$ cat src/design/bsl_pkg.sv
package bsl_pkg;

  localparam int unsigned TableDepth = 64;
  localparam int unsigned IdxW = $clog2(TableDepth);
  localparam int unsigned CntW = IdxW + 1;
  localparam int unsigned SepPixels = 3;

  typedef enum logic [1:0] {
    OpOffer = 2'd0,
    OpRead  = 2'd1,
    OpClear = 2'd2,
    OpNone  = 2'd3
  } op_e;

  typedef enum logic [2:0] {
    StInserted  = 3'd0,
    StMergedRep = 3'd1,
    StMergedKep = 3'd2,
    StDiscarded = 3'd3,
    StReadOk    = 3'd4,
    StCleared   = 3'd5,
    StBadIndex  = 3'd6
  } status_e;

  localparam logic CfgCapacity = 1'b0;
  localparam logic CfgMinSep   = 1'b1;

  typedef struct packed {
    logic [1:0]  operation;
    logic [15:0] x_pos;
    logic [15:0] y_pos;
    logic [31:0] flux;
    logic [15:0] tag;
    logic [5:0]  read_index;
  } req_t;

  typedef struct packed {
    logic [2:0]  status;
    logic [5:0]  position;
    logic [6:0]  count;
    logic [15:0] out_x;
    logic [15:0] out_y;
    logic [31:0] out_flux;
    logic [15:0] out_tag;
  } rsp_t;

  typedef struct packed {
    logic [15:0] x;
    logic [15:0] y;
    logic [31:0] flux;
    logic [15:0] tag;
  } entry_t;

endpackage

$ cat src/design/bsl_fifo.sv
module bsl_fifo (
  input  logic          clk_i,
  input  logic          rst_ni,
  input  logic          push_i,
  input  bsl_pkg::req_t wdata_i,
  output logic          full_o,
  input  logic          pop_i,
  output logic          empty_o,
  output bsl_pkg::req_t rdata_o
);
  import bsl_pkg::*;

  req_t       mem_q [2];
  logic       wptr_q, rptr_q;
  logic [1:0] cnt_q;

  assign full_o  = cnt_q == 2'd2;
  assign empty_o = cnt_q == 2'd0;
  assign rdata_o = mem_q[rptr_q];

  always_ff @(posedge clk_i) begin
    if (push_i && !full_o) begin
      mem_q[wptr_q] <= wdata_i;
    end
  end

  always_ff @(posedge clk_i or negedge rst_ni) begin
    if (!rst_ni) begin
      wptr_q <= 1'b0;
      rptr_q <= 1'b0;
      cnt_q  <= 2'd0;
    end else begin
      if (push_i && !full_o) begin
        wptr_q <= ~wptr_q;
      end
      if (pop_i && !empty_o) begin
        rptr_q <= ~rptr_q;
      end
      cnt_q <= cnt_q + {1'b0, push_i && !full_o} - {1'b0, pop_i && !empty_o};
    end
  end

endmodule

$ cat config.mk
export PLATFORM = sky130hd
export DESIGN_NAME = bsl_fifo
export DESIGN_NICKNAME = d
export VERILOG_FILES = /design/src/design/bsl_pkg.sv /design/src/design/bsl_fifo.sv
export SDC_FILE = /design/constraint.sdc
export NUM_CORES = 1
export LEC_CHECK = 0
export BUFFER_PORTS_ARGS = -buffer_cell sky130_fd_sc_hd__buf_2
export CAP_MARGIN = 20
export CORE_MARGIN = 8
export CORE_UTILIZATION = 45
export CTS_BUF_LIST = sky130_fd_sc_hd__clkbuf_16
export CTS_CLUSTER_SIZE = 40
export DETAILED_ROUTE_END_ITERATION = 8
export HOLD_SLACK_MARGIN = 0.05
export MAX_ROUTING_LAYER = met4
export PLACE_DENSITY = 0.69
export REMOVE_ABC_BUFFERS = 1
export SLEW_MARGIN = 20
export SYNTH_ARGS = -nofsm -noshare
export SYNTH_HDL_FRONTEND = slang
export SYNTH_SLANG_ARGS = --single-unit
$ cat constraint.sdc
create_clock -name clk_i -period 10.59 [get_ports clk_i]
set_input_delay 0.5295 -clock clk_i [delete_from_list [all_inputs] [get_ports clk_i]]
set_output_delay 0.5295 -clock clk_i [all_outputs]
set_load 0.005 [all_outputs]
Word-level counts from Yosys, hierarchy flattened
Memory sizes are Yosys's and may differ from the RTL's.
Index checks and enable logic that the tools add are counted.

word-level totals
  bits in registers = 4
  bits in writable memories = 176
  bits of input ports = 92
  output and inout bits = 90
  memories = 1

cells by class
  add/sub/neg operators = 2
  eq/ne operators = 1
  muxes and demuxes = 2
  bitwise logic cells = 2
  reductions and logical operators = 5

memories
  name   words  width  read ports  clocked after memory_dff  wr ports  line            RTL
  mem_q  2      88     1           0                         1         bsl_fifo.sv:13  req_t mem_q [2];

operators with widths
  kind                                         count
  2-bit by 1-bit adder with 2-bit output       1
  2-bit equality test, second input constant   1
  1-bit logical AND                            2
  1-bit zero test                              2
  2-bit zero test                              1
  1-bit two-way mux                            2
  1-bit NOT                                    2
  2-bit by 1-bit subtractor with 2-bit output  1

Depth between registers and ports, before layout
  depth in word-level cells = 5
  depth in mapped cells = 7

Worst setup path before layout
No wires, ideal clock.

  path type = input port to flip-flop
  start = input port push_i
  end = memory mem_q[0][0] (netlist bit) (enable)
  setup time = 0.535 ns
  arrival time = 4.290 ns
  data required time = 10.055 ns
  slack = 5.765 ns
  cell stages on the path = 2
  buffers on the path = 0
  cell sequence = nand2_1 nor2_1

on the way
  longest elaborated chain between the ends = 3

ends and longest elaborated chain
  item                                     line            RTL
  from (decl)                              bsl_fifo.sv:4   input logic push_i,
  1-bit logical AND                        bsl_fifo.sv:22  if (push_i && !full_o) begin
  1-bit two-way mux                        bsl_fifo.sv:22
  1-bit two-way mux (implied by the code)  bsl_fifo.sv:23  mem_q[wptr_q] <= wdata_i;
  to (decl)                                bsl_fifo.sv:13

No other way between the ends.

==> summary.md <==
The synthesized flop and latch total is 180. The max-slew violation total from the final report came out at 0. Power spread over the standard cell area amounts to 269.0 nW/µm². The first global-routing pass estimated 18620 µm of wire. No sink is reached through more buffers than the 2 on the longest clock path.

For this block, the initial DRC count from the detailed router was 145. The die is 136.9 µm tall. The final critical-path share of the clock period is 28.10%.

The endpoint identified for the worst register-to-register timing path is mem_q[0][40]$_DFFE_PP_. The worst setup path is captured at a primary output. Of all nets on the critical path, the largest fanout is 46.

Across the VDD grid, the largest voltage drop is 116.9 µV. In this run the number of H-tree levels came out at 4. Clock skew on the completed layout was measured at 0.008282 ns. The synthesized design devotes to its leading area cell type 80.32% of total area. The critical path is of the reg2out type.

The detailed-route wire length per cell is 18.43 µm. The tools report the number of antenna violations at the first check in global routing as 1. The number of cells on the worst reg-to-reg path is 4. The core area came out at 14420 µm². TritonCTS built the clock tree. The required arrival time at the worst endpoint is 10.06 ns, and the layout-stage area growth over the synthesis result is 25.84%. In the final timing run, aggregate negative setup slack is 0 ns. The total instance count after detailed placement came out at 651.

Synthesis instantiated 15 different standard cells from the library. The run gives 0 as the final hold violation count. The final net count is 581, and the via count of the first global-routing pass is 3657.

Setup slack on the worst reg-to-reg path comes out at 8.34 ns. The worst hold path terminates at mem_q[0][29]$_DFFE_PP_. For the detailed-routing iteration count for the pre-antenna-repair pass, the log shows 4. The multi-input combinational cell area was 1131 µm². The run gives 0 as the buffer count from post-CTS setup fixing. Most frequently used cell type in the post-synthesis netlist: edfxtp_1. Remaining global-route overflow: 0.

The share of async-settable or async-resettable flops after synthesis came out at 2.222%. By count the netlist is led by edfxtp_1 (176), mux2_2 (78), mux2_4 (10). Worst slack on hold paths: 0.2946 ns. In this run the critical register-to-register path is launched from cnt_q[1]$_DFF_PN0_.

Setup violations remaining at the end of the flow were counted as 0. The total chip power was 2.227 mW. For this configuration, the core starts out at a cell density of 45.62%. The logs give 5389 µm² for the combined flip-flop and latch cell area and 685 for the filler-free cell count of the finished design. The total clock sinks is 180, and the area enclosed by the die boundary is 18750 µm².

Gate count of the mapped netlist: 292. Clock tree synthesis inserted a total of 17 buffers. For the static leakage, the log shows 3.156 nW.

The tree is rooted in a clkbuf_16. The post-synthesis average cell area was 22.53 µm²; the row count was 44. The later pin in the worst-skew pair is clocked with a latency of 0.42 ns. Minimum clock period: 2.976 ns. Of the cells placed in the final design, the portion with a size suffix greater than 1 is 60.20%.

The maximum number of pins on one net before global-route repair was 69; the total global-route track usage was 13.85%. For this run, the leading register cell type out of synthesis is edfxtp_1. The die is 136.9 µm wide.

Headroom to the max-slew limit came out at 39.36%. The per-cell via count in the routed design came out at 4.850. The run finished with clean final reports. Setup repair after global routing left no endpoint under its margin.

The number of enable-type register cells in the synthesized netlist is 176. Summed over all instances, the cell type with the most area after synthesis is edfxtp_1. The path category of the worst min-delay check was in2reg. After detailed routing, the number of remaining DRC violations is 0. Maximum achievable frequency: 336.0 MHz. The startpoint identified for the worst hold timing path is wdata_i[29]. The data arrival time of the critical path is 2.45 ns. For the number of fill cells in the layout, the log shows 1157.

The HPWL after detailed placement is 8702 µm. The CTS clock-pin slew for the worst setup and hold paths was 0.06 ns; the final RePlAce weighted congestion was 0.6984. Max-cap violations in this run came to 0. For this run, the number of Yosys warnings is 0.

During placement, the flow inserted port buffers numbering 181. For the combined area of all synthesized cells, the log shows 6580 µm². The aggregate routed wire length was 12630 µm.

Post-route antenna net violation count: 0. After synthesis, the cell types taking the most area are edfxtp_1 (80%), mux2_2 (13%), mux2_4 (2.3%), dfrtp_1 (1.5%), buf_2 (0.53%). Cells fill 57.41% of the core in the end.

The worst hold path stage count is 1, and the number of placed I/O pins is 182. Portion of the post-synthesis area used by sequential elements: 81.84%. At the pin with the least slew margin, the transition time is 0.9096 ns. The tools report the nature of the critical path startpoint as a flop. Across all layers, the routed design uses 3322 vias.
-- sequential cells by signal, indices dropped and copies added (netlist names) --
| register | cells |
|---|---|
| wptr_q | 1 |
| cnt_q | 2 |
| rptr_q | 1 |
| mem_q | 176 |
-- layer usage --
layer,track usage [%],routed length (µm),vias to the layer above
met5,-,0,-
met4,6.337,188,0
met3,4.662,1030,18
met2,22.69,6485,118
met1,15.00,4922,1640
li1,-,-,1546
-- cells in the final DEF, fill, tap and decap left out --
| cell | count |
|---|---|
| buf_4 | 4 |
| xor2_1 | 1 |
| dfrtp_1 | 3 |
| dlygate4sd3_1 | 1 |
| nor2b_1 | 1 |
| diode_2 | 1 |
| nand2_1 | 1 |
| bufinv_16 | 3 |
| buf_2 | 181 |
| inv_1 | 5 |
| xnor2_1 | 3 |
| ha_1 | 2 |
| nor2_4 | 1 |
| mux2_2 | 78 |
| clkinv_2 | 3 |
| dfrtp_4 | 1 |
| clkinv_4 | 2 |
| clkinv_1 | 4 |
| and3_4 | 1 |
| edfxtp_1 | 176 |
| clkbuf_16 | 17 |
| nor2_1 | 1 |
| nand2b_1 | 1 |
| mux2_4 | 10 |
-- through the flow --
| step | setup WS [ns] | cell area [µm²] |
|---|---|---|
| 6_report | 7.614 | 8280 |
| 4_1_cts | 7.527 | 8278 |
| 5_1_grt | 7.469 | 8280 |
| 2_1_floorplan | 5.765 | 6511 |
| 3_3_place_gp | 8.008 | 7694 |
| 3_5_place_dp | 7.996 | 7694 |
-- timing repair --
item / CTS / global route
resized for setup: 0 / 0
hold buffers: 1 / 0
endpoints found under the hold margin: 4 / 0
-- power breakdown --
group	switching [mW]	internal (mW)	total [mW]	leakage, nW
Combinational	0.276	0.299	0.575	1.18
Clock	0.242	0.364	0.606	0.294
Sequential	0.0699	0.976	1.05	1.68
-- worst max path at each step --
stage,to,start,cells after the start
after detailed placement,rdata_o[16],rptr_q$_DFFE_PN0P_,3
after CTS,rdata_o[8],rptr_q$_DFFE_PN0P_,3
after global routing,rdata_o[34],rptr_q$_DFFE_PN0P_,3
after global placement,rdata_o[58],rptr_q$_DFFE_PN0P_,3
after floorplan,mem_q[0][0]$_DFFE_PP_,push_i,2
final,rdata_o[58],rptr_q$_DFFE_PN0P_,3
-- critical path, cell delays in order (launching register included) --
cell and delay [ns]:
dfrtp_4 0.81, buf_4 0.64, mux2_2 0.42, buf_2 0.13
-- layout make-up --
class | count | share of cell area, %
sequential | 180 | 65.08
multi-input combinational | 100 | 13.66
timing repair buffer | 186 | 11.42
clock buffer | 17 | 5.138
tap | 184 | 2.780
clock inverter | 15 | 1.798
inverter | 2 | 0.09066
antenna | 1 | 0.03022
-- cells by family (layout without fill, tap and decap cells) --
family,count (synthesis),count (layout),share of synthesized area [%]
fa+ha+maj,2,2,0.3802
flops,180,180,81.84
simple gates,6,6,0.4565
xor+xnor,4,4,0.5325
buf+inv,12,220,1.160
mux,88,88,15.63
other cells,0,1,0
Note: power is estimated with default switching activity, not from simulation.
